<file path="src/tccomp_pkg.sv">
// Shared types, constants and the angle table for the tilt-checked compass.
// No dependencies; imported by every module of the block.
`timescale 1ns / 1ps
package tccomp_pkg;

    localparam int TABLE_LEN           = 24;
    localparam int ANGLE_ITERATIONS_DEF = 16;
    localparam int IDX_W               = 5;      // indexes the 24-entry table
    localparam int SMP_W               = 16;     // raw sample width
    localparam int HV_W                = 17;     // offset-corrected mag width
    localparam int VEC_W               = 28;     // rotator x/y width, covers gain
    localparam int ANG_W               = 25;     // angle accumulator, 1/256 centideg
    localparam int TAB_W               = 21;
    localparam int HEAD_W              = 16;
    localparam int ACC_W               = 20;     // scaled accel width
    localparam int SCALE_W             = 24;
    localparam int PROD_W              = 40;
    localparam int CFG_W               = 24;
    localparam int CFG_IDX_W           = 2;

    localparam int HALF_TURN           = 18000;
    localparam int FULL_TURN           = 36000;
    localparam int ACCEL_SCALE_RST     = 64269;

    typedef enum logic [CFG_IDX_W-1:0] {
        CFG_X_OFFSET  = 2'd0,
        CFG_Y_OFFSET  = 2'd1,
        CFG_ACC_SCALE = 2'd2,
        CFG_LEVEL_THR = 2'd3
    } t_cfg_idx;

    typedef enum logic {
        FUNC_COMPASS = 1'b0,
        FUNC_CAL     = 1'b1
    } t_func;

    // handshake between sequencer and scaling unit
    typedef struct packed {
        logic       valid;
        logic [1:0] axis;
    } t_scale_tag;

    // atan(2^-i) in 1/256 centidegree, rounded
    function automatic logic [TAB_W-1:0] atan_step(input logic [IDX_W-1:0] i);
        logic [TAB_W-1:0] t;
        begin
            unique case (i)
                5'd0:  t = 21'd1152000;
                5'd1:  t = 21'd680065;
                5'd2:  t = 21'd359328;
                5'd3:  t = 21'd182400;
                5'd4:  t = 21'd91554;
                5'd5:  t = 21'd45822;
                5'd6:  t = 21'd22916;
                5'd7:  t = 21'd11459;
                5'd8:  t = 21'd5730;
                5'd9:  t = 21'd2865;
                5'd10: t = 21'd1432;
                5'd11: t = 21'd716;
                5'd12: t = 21'd358;
                5'd13: t = 21'd179;
                5'd14: t = 21'd90;
                5'd15: t = 21'd45;
                5'd16: t = 21'd22;
                5'd17: t = 21'd11;
                5'd18: t = 21'd6;
                5'd19: t = 21'd3;
                5'd20: t = 21'd1;
                5'd21: t = 21'd1;
                default: t = 21'd0;
            endcase
            return t;
        end
    endfunction

endpackage

</file>
<file path="src/tccomp_cordic.sv">
// Iterative vectoring rotator: one shift/add step per cycle, gives heading.
// Depends on tccomp_pkg.
`timescale 1ns / 1ps
module tccomp_cordic
    import tccomp_pkg::*;
#(
    parameter int ANGLE_ITERATIONS = ANGLE_ITERATIONS_DEF
) (
    input  logic                     i_clk,
    input  logic                     i_rst_n,
    input  logic                     i_start,
    input  logic signed [HV_W-1:0]   i_hx,
    input  logic signed [HV_W-1:0]   i_hy,
    output logic                     o_done,
    output logic        [HEAD_W-1:0] o_heading
);

    localparam int ITERS = (ANGLE_ITERATIONS > TABLE_LEN) ? TABLE_LEN : ANGLE_ITERATIONS;
    localparam logic [IDX_W-1:0] LAST = IDX_W'(ITERS - 1);

    typedef enum logic [1:0] {ST_IDLE, ST_RUN, ST_FIN} t_state;

    t_state                   r_state;
    logic [IDX_W-1:0]         r_cnt;
    logic signed [VEC_W-1:0]  r_x, r_y;
    logic signed [ANG_W-1:0]  r_z;

    logic signed [VEC_W-1:0]  n_x0, n_y0, n_dx, n_dy;
    logic signed [ANG_W-1:0]  n_z0, n_t;
    logic signed [ANG_W-1:0]  n_zr;
    logic signed [HV_W-1:0]   n_c, n_fold;

    always_comb begin
        n_x0 = VEC_W'($signed({i_hx, 8'd0}));
        n_y0 = VEC_W'($signed({i_hy, 8'd0}));
        n_z0 = '0;
        if (i_hx < 0) begin
            n_x0 = -n_x0;
            n_y0 = -n_y0;
            n_z0 = (i_hy >= 0) ? ANG_W'(HALF_TURN * 256) : -ANG_W'(HALF_TURN * 256);
        end
        n_dx = r_y >>> r_cnt;
        n_dy = r_x >>> r_cnt;
        n_t  = ANG_W'(atan_step(r_cnt));
        // round to centidegrees, fold into one turn
        n_zr = r_z + ANG_W'(128);
        n_c  = HV_W'(n_zr >>> 8);
        n_fold = n_c;
        if (n_c < 0) begin
            n_fold = n_c + HV_W'(FULL_TURN);
        end else if (n_c >= HV_W'(FULL_TURN)) begin
            n_fold = n_c - HV_W'(FULL_TURN);
        end
    end

    always_ff @(posedge i_clk) begin
        if (!i_rst_n) begin
            r_state <= ST_IDLE;
            r_cnt   <= '0;
            o_done  <= 1'b0;
        end else begin
            o_done <= 1'b0;
            unique case (r_state)
                ST_IDLE: begin
                    if (i_start) begin
                        r_x     <= n_x0;
                        r_y     <= n_y0;
                        r_z     <= n_z0;
                        r_cnt   <= '0;
                        r_state <= ST_RUN;
                    end
                end
                ST_RUN: begin
                    if (r_y > 0) begin
                        r_x <= r_x + n_dx;
                        r_y <= r_y - n_dy;
                        r_z <= r_z + n_t;
                    end else if (r_y < 0) begin
                        r_x <= r_x - n_dx;
                        r_y <= r_y + n_dy;
                        r_z <= r_z - n_t;
                    end
                    r_cnt <= r_cnt + IDX_W'(1);
                    if (r_cnt == LAST) begin
                        r_state <= ST_FIN;
                    end
                end
                ST_FIN: begin
                    o_heading <= HEAD_W'(n_fold);
                    o_done    <= 1'b1;
                    r_state   <= ST_IDLE;
                end
                default: r_state <= ST_IDLE;
            endcase
        end
    end

endmodule

</file>
<file path="src/tccomp_scale.sv">
// Shared accel scaler: registered multiply, then round and saturate.
// Depends on tccomp_pkg.
`timescale 1ns / 1ps
module tccomp_scale
    import tccomp_pkg::*;
(
    input  logic                      i_clk,
    input  logic                      i_rst_n,
    input  t_scale_tag                i_tag,
    input  logic signed [SMP_W-1:0]   i_acc,
    input  logic        [SCALE_W-1:0] i_scale,
    output t_scale_tag                o_tag,
    output logic signed [ACC_W-1:0]   o_val
);

    t_scale_tag               r_tag;
    logic signed [PROD_W-1:0] r_prod;
    logic signed [PROD_W:0]   n_full;
    logic        [PROD_W-1:0] n_mag, n_rnd;
    logic        [SCALE_W-1:0] n_r;
    logic signed [ACC_W-1:0]  n_sat;

    always_comb begin
        n_full = $signed(i_acc) * $signed({1'b0, i_scale});
        n_mag  = (r_prod < 0) ? PROD_W'(-r_prod) : PROD_W'(r_prod);
        n_rnd  = n_mag + PROD_W'(32768);
        n_r    = n_rnd[PROD_W-1:16];
        if (r_prod < 0) begin
            n_sat = (n_r > SCALE_W'(524288)) ? ACC_W'(-524288) : -ACC_W'(n_r);
        end else begin
            n_sat = (n_r > SCALE_W'(524287)) ? ACC_W'(524287) : ACC_W'(n_r);
        end
    end

    always_ff @(posedge i_clk) begin
        if (!i_rst_n) begin
            r_tag <= '0;
            o_tag <= '0;
        end else begin
            r_tag  <= i_tag;
            r_prod <= PROD_W'(n_full);
            o_tag  <= r_tag;
            o_val  <= n_sat;
        end
    end

endmodule

</file>
<file path="src/tilt_checked_compass_with_hard_iron_cal_core.sv">
// Top level of the tilt-checked compass with hard-iron calibration.
// Depends on tccomp_pkg, tccomp_cordic, tccomp_scale.
`timescale 1ns / 1ps
//
//  channel  | direction | handshake                | word
//  ---------+-----------+--------------------------+--------------------------------
//  input    | in        | i_in_valid / o_in_stall  | func, acc_x/y/z, mag_x/y/z
//  output   | out       | o_out_valid / i_out_stall| heading, accel_*_scaled,
//           |           |                          | not_level, mid_x/y/z
//  config   | in        | i_cfg_we (no wait)       | i_cfg_idx, i_cfg_data
//
//  Compass word: the angle rotator runs ANGLE_ITERATIONS shift/add steps (capped at
//  24), one per cycle, then the result loads into the output register; the next
//  word can be taken in the cycle after the output loads.
//  Calibration word: min/max update, midpoint, then output load.
//  Accel axes share one multiplier, issued on consecutive cycles during rotation.
//  One word in flight; o_in_stall is high from accept until the result sits in
//  the output register, which holds while i_out_stall is high.
//  Reset is synchronous, active low; calibration restart is armed on reset.
module tilt_checked_compass_with_hard_iron_cal_core
    import tccomp_pkg::*;
#(
    parameter int ANGLE_ITERATIONS = ANGLE_ITERATIONS_DEF
) (
    input  logic                      i_clk,
    input  logic                      i_rst_n,
    // config
    input  logic                      i_cfg_we,
    input  logic [CFG_IDX_W-1:0]      i_cfg_idx,
    input  logic [CFG_W-1:0]          i_cfg_data,
    // input word
    input  logic                      i_in_valid,
    output logic                      o_in_stall,
    input  logic                      i_func,
    input  logic signed [SMP_W-1:0]   i_acc_x,
    input  logic signed [SMP_W-1:0]   i_acc_y,
    input  logic signed [SMP_W-1:0]   i_acc_z,
    input  logic signed [SMP_W-1:0]   i_mag_x,
    input  logic signed [SMP_W-1:0]   i_mag_y,
    input  logic signed [SMP_W-1:0]   i_mag_z,
    // output word
    output logic                      o_out_valid,
    input  logic                      i_out_stall,
    output logic        [HEAD_W-1:0]  o_heading_centideg,
    output logic signed [ACC_W-1:0]   o_accel_x_scaled,
    output logic signed [ACC_W-1:0]   o_accel_y_scaled,
    output logic signed [ACC_W-1:0]   o_accel_z_scaled,
    output logic                      o_not_level,
    output logic signed [SMP_W-1:0]   o_mid_x,
    output logic signed [SMP_W-1:0]   o_mid_y,
    output logic signed [SMP_W-1:0]   o_mid_z
);

    typedef enum logic [2:0] {
        ST_IDLE, ST_COMPASS, ST_CAL_UPD, ST_CAL_MID, ST_OUT
    } t_state;

    // config registers
    logic signed [SMP_W-1:0]   r_x_off, r_y_off;
    logic        [SCALE_W-1:0] r_acc_scale;
    logic signed [ACC_W-1:0]   r_level_thr;

    // sequencer and working state
    t_state                    r_state;
    t_func                     r_mode;
    logic                      r_restart;
    logic [1:0]                r_iss;
    logic signed [SMP_W-1:0]   r_smp [3];   // accel in compass mode, mag in cal mode
    logic signed [SMP_W-1:0]   r_min [3];
    logic signed [SMP_W-1:0]   r_max [3];
    logic signed [SMP_W-1:0]   r_mid [3];
    logic signed [ACC_W-1:0]   r_accs [3];
    logic                      r_not_level;

    logic                      n_accept, n_start, n_done;
    logic signed [HV_W-1:0]    n_hx, n_hy;
    logic [HEAD_W-1:0]         n_heading;
    t_scale_tag                n_iss_tag, n_res_tag;
    logic signed [SMP_W-1:0]   n_iss_acc;
    logic signed [ACC_W-1:0]   n_res_val;
    logic signed [SMP_W-1:0]   n_lo [3];
    logic signed [SMP_W-1:0]   n_hi [3];
    logic signed [SMP_W-1:0]   n_mid [3];
    logic signed [SMP_W:0]     n_sum [3];
    logic signed [SMP_W:0]     n_half [3];
    logic                      n_load;

    assign o_in_stall = (r_state != ST_IDLE);
    assign n_accept   = i_in_valid && !o_in_stall;
    assign n_start    = n_accept && (t_func'(i_func) == FUNC_COMPASS);
    assign n_hx       = HV_W'(i_mag_x) + HV_W'(r_x_off);
    assign n_hy       = HV_W'(i_mag_y) + HV_W'(r_y_off);
    assign n_load     = (r_state == ST_OUT) && (!o_out_valid || !i_out_stall);

    tccomp_cordic #(
        .ANGLE_ITERATIONS (ANGLE_ITERATIONS)
    ) u_cordic (
        .i_clk     (i_clk),
        .i_rst_n   (i_rst_n),
        .i_start   (n_start),
        .i_hx      (n_hx),
        .i_hy      (n_hy),
        .o_done    (n_done),
        .o_heading (n_heading)
    );

    // one accel axis per cycle into the shared scaler
    always_comb begin
        n_iss_tag.valid = (r_state == ST_COMPASS) && (r_iss != 2'd3);
        n_iss_tag.axis  = r_iss;
        n_iss_acc       = (r_iss == 2'd0) ? r_smp[0] :
                          (r_iss == 2'd1) ? r_smp[1] : r_smp[2];
    end

    tccomp_scale u_scale (
        .i_clk   (i_clk),
        .i_rst_n (i_rst_n),
        .i_tag   (n_iss_tag),
        .i_acc   (n_iss_acc),
        .i_scale (r_acc_scale),
        .o_tag   (n_res_tag),
        .o_val   (n_res_val)
    );

    // calibration: widen min/max (cleared first when a restart is armed),
    // then midpoint rounded half to even
    always_comb begin
        for (int k = 0; k < 3; k++) begin
            n_lo[k] = r_restart ? '0 : r_min[k];
            n_hi[k] = r_restart ? '0 : r_max[k];
            if (r_smp[k] < n_lo[k]) begin
                n_lo[k] = r_smp[k];
            end
            if (r_smp[k] > n_hi[k]) begin
                n_hi[k] = r_smp[k];
            end
            n_sum[k]  = (SMP_W+1)'(r_min[k]) + (SMP_W+1)'(r_max[k]);
            n_half[k] = n_sum[k] >>> 1;
            if (n_sum[k][0] && n_half[k][0]) begin
                n_half[k] = n_half[k] + (SMP_W+1)'(1);
            end
            n_mid[k] = SMP_W'(n_half[k]);
        end
    end

    always_ff @(posedge i_clk) begin
        if (!i_rst_n) begin
            r_x_off     <= '0;
            r_y_off     <= '0;
            r_acc_scale <= SCALE_W'(ACCEL_SCALE_RST);
            r_level_thr <= '0;
            r_state     <= ST_IDLE;
            r_mode      <= FUNC_COMPASS;
            r_restart   <= 1'b1;
            r_iss       <= '0;
            o_out_valid <= 1'b0;
            for (int k = 0; k < 3; k++) begin
                r_min[k] <= '0;
                r_max[k] <= '0;
            end
        end else begin
            if (i_cfg_we) begin
                unique case (t_cfg_idx'(i_cfg_idx))
                    CFG_X_OFFSET:  r_x_off     <= i_cfg_data[SMP_W-1:0];
                    CFG_Y_OFFSET:  r_y_off     <= i_cfg_data[SMP_W-1:0];
                    CFG_ACC_SCALE: r_acc_scale <= i_cfg_data[SCALE_W-1:0];
                    CFG_LEVEL_THR: r_level_thr <= i_cfg_data[ACC_W-1:0];
                    default: ;
                endcase
            end

            // scaler results land by axis tag
            if (n_res_tag.valid) begin
                unique case (n_res_tag.axis)
                    2'd0: r_accs[0] <= n_res_val;
                    2'd1: r_accs[1] <= n_res_val;
                    default: begin
                        r_accs[2]   <= n_res_val;
                        r_not_level <= (n_res_val < r_level_thr);
                    end
                endcase
            end

            if (n_load) begin
                o_out_valid <= 1'b1;
            end else if (!i_out_stall) begin
                o_out_valid <= 1'b0;
            end

            unique case (r_state)
                ST_IDLE: begin
                    if (n_accept) begin
                        r_mode <= t_func'(i_func);
                        r_iss  <= '0;
                        if (t_func'(i_func) == FUNC_COMPASS) begin
                            r_smp[0] <= i_acc_x;
                            r_smp[1] <= i_acc_y;
                            r_smp[2] <= i_acc_z;
                            r_state  <= ST_COMPASS;
                        end else begin
                            r_smp[0] <= i_mag_x;
                            r_smp[1] <= i_mag_y;
                            r_smp[2] <= i_mag_z;
                            r_state  <= ST_CAL_UPD;
                        end
                    end
                end
                ST_COMPASS: begin
                    if (r_iss != 2'd3) begin
                        r_iss <= r_iss + 2'd1;
                    end
                    // with the default ANGLE_ITERATIONS the rotator outlasts the three scaler passes
                    if (n_done) begin
                        r_restart <= 1'b1;
                        r_state   <= ST_OUT;
                    end
                end
                ST_CAL_UPD: begin
                    for (int k = 0; k < 3; k++) begin
                        r_min[k] <= n_lo[k];
                        r_max[k] <= n_hi[k];
                    end
                    r_restart <= 1'b0;
                    r_state   <= ST_CAL_MID;
                end
                ST_CAL_MID: begin
                    for (int k = 0; k < 3; k++) begin
                        r_mid[k] <= n_mid[k];
                    end
                    r_state <= ST_OUT;
                end
                ST_OUT: begin
                    if (n_load) begin
                        r_state <= ST_IDLE;
                    end
                end
                default: r_state <= ST_IDLE;
            endcase
        end
    end

    // output word register, held while stalled
    always_ff @(posedge i_clk) begin
        if (n_load) begin
            if (r_mode == FUNC_COMPASS) begin
                o_heading_centideg <= n_heading;
                o_accel_x_scaled   <= r_accs[0];
                o_accel_y_scaled   <= r_accs[1];
                o_accel_z_scaled   <= r_accs[2];
                o_not_level        <= r_not_level;
                o_mid_x            <= '0;
                o_mid_y            <= '0;
                o_mid_z            <= '0;
            end else begin
                o_heading_centideg <= '0;
                o_accel_x_scaled   <= '0;
                o_accel_y_scaled   <= '0;
                o_accel_z_scaled   <= '0;
                o_not_level        <= 1'b0;
                o_mid_x            <= r_mid[0];
                o_mid_y            <= r_mid[1];
                o_mid_z            <= r_mid[2];
            end
        end
    end

endmodule

</file>
<file path="config.mk">
export PLATFORM = sky130hd
export DESIGN_NAME = tilt_checked_compass_with_hard_iron_cal_core
export DESIGN_NICKNAME = d
export VERILOG_FILES = /design/src/tccomp_pkg.sv /design/src/tccomp_cordic.sv /design/src/tccomp_scale.sv /design/src/tilt_checked_compass_with_hard_iron_cal_core.sv
export SDC_FILE = /design/constraint.sdc
export NUM_CORES = 2
export LEC_CHECK = 0
export BUFFER_PORTS_ARGS = -buffer_cell sky130_fd_sc_hd__buf_2
export CAP_MARGIN = 15
export CORE_MARGIN = 3
export CORE_UTILIZATION = 45
export CTS_CLUSTER_DIAMETER = 60
export DETAILED_ROUTE_END_ITERATION = 16
export GPL_TIMING_DRIVEN = 0
export RECOVER_POWER = 50
export SLEW_MARGIN = 20
export SYNTH_ARGS = -nofsm -noshare
export SYNTH_HDL_FRONTEND = slang
export SYNTH_SLANG_ARGS = --single-unit
</file>
<file path="constraint.sdc">
create_clock -name i_clk -period 9.4 [get_ports i_clk]
set_input_delay 0.47 -clock i_clk [delete_from_list [all_inputs] [get_ports i_clk]]
set_output_delay 0.47 -clock i_clk [all_outputs]
set_load 0.01 [all_outputs]
</file>
After elaboration in Yosys (flattened, before gate mapping)
Memories as Yosys holds them, arrays and structs flattened. A register that Yosys moved wholly into a read port is not among the register bits. Cells that the tools add are included.

Eq/ne operators: 21. Add/sub/neg operators: 24. Shift operators: 2. Bitwise operators: 11. Magnitude comparators: 16. Reduce and logical (&&, ||, !) cells: 39. Multiply operators: 1. Multiplexer cells: 103.

Operators by type and width (number): 16-bit 2-to-1 mux (28); 28-bit 2-to-1 mux (8); 25-bit 2-to-1 mux (5); 28-bit one-hot mux with 2 select lines (2); 20-bit 2-to-1 mux (5); 16-bit by 16-bit adder with 17-bit output (5); 28-bit adder (2); 25-bit negation with 28-bit output (2); 28-bit by 5-bit >>> shifter with 28-bit output (2); 28-bit subtractor (2); 25-bit one-hot mux with 2 select lines (1); 16-bit by 2-bit adder with 16-bit output, second input constant (3); 16-bit greater-than comparator (3); 16-bit less-than comparator (3); 40-bit by 16-bit adder with 40-bit output, second input constant (1); 40-bit by 1-bit less-than comparator with 1-bit output, second input constant (1); 16-bit by 25-bit multiplier with 40-bit output (1); 40-bit 2-to-1 mux (1); 40-bit negation (1); 20-bit OR reduction (2); 1-bit 2-to-1 mux (35); 17-bit by 1-bit less-than comparator with 1-bit output, second input constant (2); 28-bit by 1-bit greater-than comparator with 1-bit output, second input constant (1); 28-bit by 1-bit less-than comparator with 1-bit output, second input constant (1); other kinds (42) (100).

Bits in registers: 273. Logic and storage cells: 248. Bits in writable memories: 252. Output and inout port bits: 127. Memories: 6. Bits in read-only memories: 672.

Memory list: (no name shown) (depth 32, width 21, rd ports 1, clocked after memory_dff 1, write ports 0, RTL line tccomp_pkg.sv:47) `unique case (i)`; r_accs (depth 3, width 20, rd ports 3, clocked after memory_dff 3, write ports 1, RTL line tilt_checked_compass_with_hard_iron_cal_core.sv:72) `logic signed [ACC_W-1:0] r_accs [3];`; r_max (depth 3, width 16, rd ports 3, clocked after memory_dff 0, write ports 3, RTL line tilt_checked_compass_with_hard_iron_cal_core.sv:70) `logic signed [SMP_W-1:0] r_max [3];`; r_mid (depth 3, width 16, rd ports 3, clocked after memory_dff 3, write ports 3, RTL line tilt_checked_compass_with_hard_iron_cal_core.sv:71) `logic signed [SMP_W-1:0] r_mid [3];`; r_min (depth 3, width 16, rd ports 3, clocked after memory_dff 0, write ports 3, RTL line tilt_checked_compass_with_hard_iron_cal_core.sv:69) `logic signed [SMP_W-1:0] r_min [3];`; r_smp (depth 3, width 16, rd ports 3, clocked after memory_dff 0, write ports 3, RTL line tilt_checked_compass_with_hard_iron_cal_core.sv:68) `logic signed [SMP_W-1:0] r_smp [3];`.

Depth between registers and ports, before layout
Depth after elaboration: 8. Mapped depth: 31.

Modules after synthesis
From an unflattened synthesis, not the netlist that was laid out.

Cells, all modules: 5978. Area total of the unflattened synthesis: 58179.5 um^2.

By module, submodules not included: tilt_checked_compass_with_hard_iron_cal_core (cells an instance 2338, instances 1, area an instance 25919.9 um^2, seq. area each 13032.5 um^2); tccomp_scale (cells an instance 1881, instances 1, area an instance 16972.5 um^2, seq. area each 1921.8 um^2); tccomp_cordic (cells an instance 1759, instances 1, area an instance 15287.2 um^2, seq. area each 3493.4 um^2).

Least setup slack after synthesis
OpenSTA, ideal clock, no wires.

Path type: reg-to-reg. From: register r_iss[1]. To: register u_scale.r_prod[38] (data pin). Period minus slack after synthesis: 7.539 ns. Setup slack: 1.861 ns. Buffers on the path: 2. Arrival time: 7.282 ns. Setup time: 0.258 ns. Stages on the path, launching flop included: 31. Cells stage by stage: dfxtp_1 > inv_1 > ha_1 > clkbuf_1 > mux2i_1 > o21ai_0 > clkbuf_1 > nand2_1 > fa_1 > inv_1 > fa_1 > inv_1 > fa_1 > inv_1 > fa_1 > fa_1 > inv_1 > fa_1 > inv_1 > ha_1 > a21o_1 > a21o_1 > o21ai_0 > a21oi_1 > a211oi_1 > o221ai_1 > o211ai_1 > a21oi_1 > o21a_1 > nor2_1 > xnor2_1.

Word-level cells in the longest chain between the ends: 4. Elaborated cells between the ends (all ways): 5. Classes of those cells: mul: 1; eq/ne: 1; mux: 2; reduce/logical: 1.

RTL lines: start: declaration (RTL line tilt_checked_compass_with_hard_iron_cal_core.sv:67) `logic [1:0] r_iss;`; start signal: assignment (RTL line tilt_checked_compass_with_hard_iron_cal_core.sv:210) `r_iss <= r_iss + 2'd1;`; 2-bit by 1-bit == test with 1-bit output (RTL line tilt_checked_compass_with_hard_iron_cal_core.sv:112) `(r_iss == 2'd1) ? r_smp[1] : r_smp[2];`; 16-bit 2-to-1 mux (RTL line tilt_checked_compass_with_hard_iron_cal_core.sv:112); 16-bit 2-to-1 mux * (RTL line tilt_checked_compass_with_hard_iron_cal_core.sv:111) `n_iss_acc = (r_iss == 2'd0) ? r_smp[0] :`; 16-bit by 25-bit multiplier with 40-bit output * (RTL line tccomp_scale.sv:24) `n_full = $signed(i_acc) * $signed({1'b0, i_scale});`; via u_scale.n_full[38] (RTL line tccomp_scale.sv:18) `logic signed [PROD_W:0] n_full;`; end signal: assignment (RTL line tccomp_scale.sv:41) `r_prod <= PROD_W'(n_full);`; end: declaration (RTL line tccomp_scale.sv:17) `logic signed [PROD_W-1:0] r_prod;`.

Mark *: on every way through the listed nets, which the timed path passes. The rest lies on a longest branch. A chain may end at the register's enable or synchronous reset.

Worst setup path after layout
From: register r_iss[0]. To: register u_scale.r_prod[38] (data pin).

Same word-level chain as after synthesis.

==> out/qor.yml <==
syn_avg_cell_area_sq_um: 9.60
drtIter0Drc: 4053
p_comb_frac: 0.629
drv_slew: 74
synth_nets: 6759
hold_path.class: "input port to flop"
seqCellArea_sq_mm: 0.0184
power.density_mw_per_mm2: 324
crit_path_frequent_cell: "fa_1"
clk_latency_ns: 0.71
synth_area_leaders: "edfxtp_1 (28%), fa_1 (11%), ha_1 (9.5%)"
status: "finished, violations left"
end_kind: "flop"
yosys.area.top_type_share: 0.284
clk_pin_slew_ns: 0.06
multi_input_area_sq_mm: 0.0351
crit_cells: 27
wl_per_cell_microns: 22.7
via_per_inst: 5.72
routed_wl_mm: 181
critical_path.max_fanout: 10
final_util: 0.507
whs_ns: 0.0640
async_flop_share: 0
hold_viol: 0
die_width_microns: 360
max_slew.worst_pin.slew_ns: 3.31
syn_area_sq_mm: 0.0565
clockBufferDepth: 3
cap_violations: 2
startpoint: "r_iss[0]"
track_usage: 0.275
synthFlopType: "edfxtp_1"
ys_ff_latch: 654
synth.distinct_cells: 100
start_util: 0.455
violations: "max-capacitance violations, max-slew violations"
fmax_mhz: 110
relSlewSlack: -1.21
syn-instance-count: 5888
final_common_cell: "nand2_1"
grt_max_degree: 62
cpMaxStageDelayCell: "o21ai_1"
drc: 0
overflow: 0
p_int_mw: 11.0
cts_tree: "done"
fin_skew_ns: 0.0386
r2r_end: "u_scale.r_prod[38]"
r2r_setup_slack_ns: 0.31
core_area_sq_mm: 0.124
clock-sinks: 654
crit_path_start_kind: "flop"
vias: 45605
numCtsBuffers: 88
cp.arrival_ns: 9.53
clockRootBuffer: "clkbuf_16"
grt_pass1_wl_mm: 274
crit_type: "flop to flop"
ir_worst_vdd_mv: 0.831
cp_slowest_stage_delay_ns: 0.78
sw_frac_of_total: 0.459
final.min_clock_period_ns: 9.09
pre_cts_slack_ns: -0.111
num_rows: 129
yosysTopAreaCell: "edfxtp_1"
r2r_start: "r_iss[0]"
final_cell_mix: "nand2_1 (633), inv_1 (537), edfxtp_1 (535), ha_1 (429), a21oi_1 (385)"
ios: 255
fillCellCount: 11653
p_sw_mw: 9.37
yosysWarnings: 0
fp.dieH_microns: 360
period_share: 0.967
final.setup.worst_slack_ns: 0.306
synth_edf_count: 535
numPortBuffers: 254
cp_num_buf_inv: 6
drive_above_1_share: 0.0904
final_nets: 7131
syn_to_final_growth_pct: 11.4
antenna_left: 0
ff2ff_path_depth: 27
dieArea_sq_mm: 0.130
first_global_vias: 44817
dr.pass1.iters: 6
dp.final_hpwl_mm: 144
ctsHtreeMaxLevel: 3
required_ns: 9.84
yosysSeqAreaShare: 0.326
antenna_found_initial: 10
globalplace.congestion: 1.01
sequentialPowerShare: 0.204
p_clk_frac: 0.167
power.leakage_nw: 25.3
critPathTopFamily: "adder cells"
cp-endpoint: "u_scale.r_prod[38]"
setup-violations-final: 0
-- repair_timing --
action,4_1_cts,5_1_grt
pin swaps,0,0
hold buffers,3,0
endpoints found under the setup margin,4,7
setup buffers,0,0
resized for setup,5,6
hold endpoints to repair,3,0
-- state kept, by name (all words and copies together), names as in the netlist, 20 cells and up --
register / flops
r_accs: 60
o_accel_z_scaled: 20
u_scale.o_val: 20
r_max: 48
r_smp: 48
r_mid: 48
u_scale.r_prod: 40
u_cordic.r_z: 25
u_cordic.n_t: 21
o_accel_y_scaled: 20
o_accel_x_scaled: 20
u_cordic.r_y: 28
r_min: 48
r_acc_scale: 24
r_level_thr: 20
u_cordic.r_x: 28
-- Yosys cell counts, types with 47 or more instances --
| library cell | count |
|---|---|
| and2_1 | 216 |
| mux4_2 | 67 |
| a31oi_1 | 63 |
| nor2b_1 | 152 |
| or2_2 | 47 |
| o21ai_0 | 223 |
| nand3_1 | 94 |
| ha_1 | 429 |
| nor2_1 | 371 |
| a21oi_1 | 387 |
| o21a_1 | 54 |
| clkbuf_1 | 224 |
| nand2_1 | 634 |
| fa_1 | 314 |
| mux2_2 | 101 |
| mux2i_1 | 59 |
| or3_1 | 53 |
| a21o_1 | 104 |
| xnor2_1 | 224 |
| xor2_1 | 140 |
| nand2b_1 | 143 |
| inv_1 | 537 |
| dfxtp_1 | 119 |
| edfxtp_1 | 535 |
| nor3_1 | 88 |
-- metal layers --
metal | GRT usage | wire [microns] | share of wire
met1 | 0.378 | 77300 | 0.43
met3 | 0.0532 | 15500 | 0.086
met4 | 0.104 | 7680 | 0.042
met5 | 0 | 0 | 0
met2 | 0.432 | 80200 | 0.44
-- per-stage QoR --
step,power (mW),instances,area (sq um),setup TNS [ns]
3_5_place_dp,16.9,7805,60400,-0.135
2_1_floorplan,13.3,5888,56500,0
5_1_grt,22.1,7967,63000,-0.0108
4_1_cts,20.5,7968,63400,0
6_report,20.4,7968,63000,0
3_3_place_gp,16.9,7779,59900,-263.07
-- cell families (layout without fill, tap and decap cells) --
group,after synthesis,in the layout,share of synthesized area
simple gates,1965,1965,0.173
compound gates,1127,1127,0.126
buf+inv,806,1248,0.0544
fa+ha+maj,743,743,0.206
flops,654,654,0.326
xor+xnor,366,366,0.0570
mux,227,227,0.0573
other cells,0,1,0
-- power groups by stage --
stage	registers, mW	clock network (mW)	logic, mW
floorplan	4.08	0	9.24
global placement	4.21	0	12.7
detailed placement	4.20	0	12.7
CTS	4.14	3.48	12.8
global route	4.17	3.59	14.3
finish	4.15	3.41	12.8
-- worst min-delay path by stage --
| stage | start | end | slack, ns | cells after the start |
|---|---|---|---|---|
| after CTS | i_cfg_data[23] | r_acc_scale[23] | 0.01 | 3 |
| final | i_acc_y[6] | r_smp[0][22] | 0.06 | 2 |
| after detailed placement | u_scale.r_tag[1] | u_scale.o_tag[1] | 0.42 | 1 |
| after global placement | u_scale.r_tag[1] | u_scale.o_tag[1] | 0.42 | 1 |
| after global routing | i_acc_y[6] | r_smp[0][22] | 0.05 | 2 |
| after floorplan | u_scale.r_tag[0] | u_scale.o_tag[0] | 0.41 | 1 |
-- final cells by class --
cell class / instances / area share
plain buffers: 264 / 0.0166
flip-flops and latches: 654 / 0.293
repair buffers: 283 / 0.0221
multi-input cells: 4428 / 0.557
clock inverters: 59 / 0.0104
diodes: 1 / 0.0000397
inverters: 541 / 0.0322
clock buffers: 101 / 0.0366
well taps: 1637 / 0.0325
No activity file was read; power rests on OpenSTA's default activity.
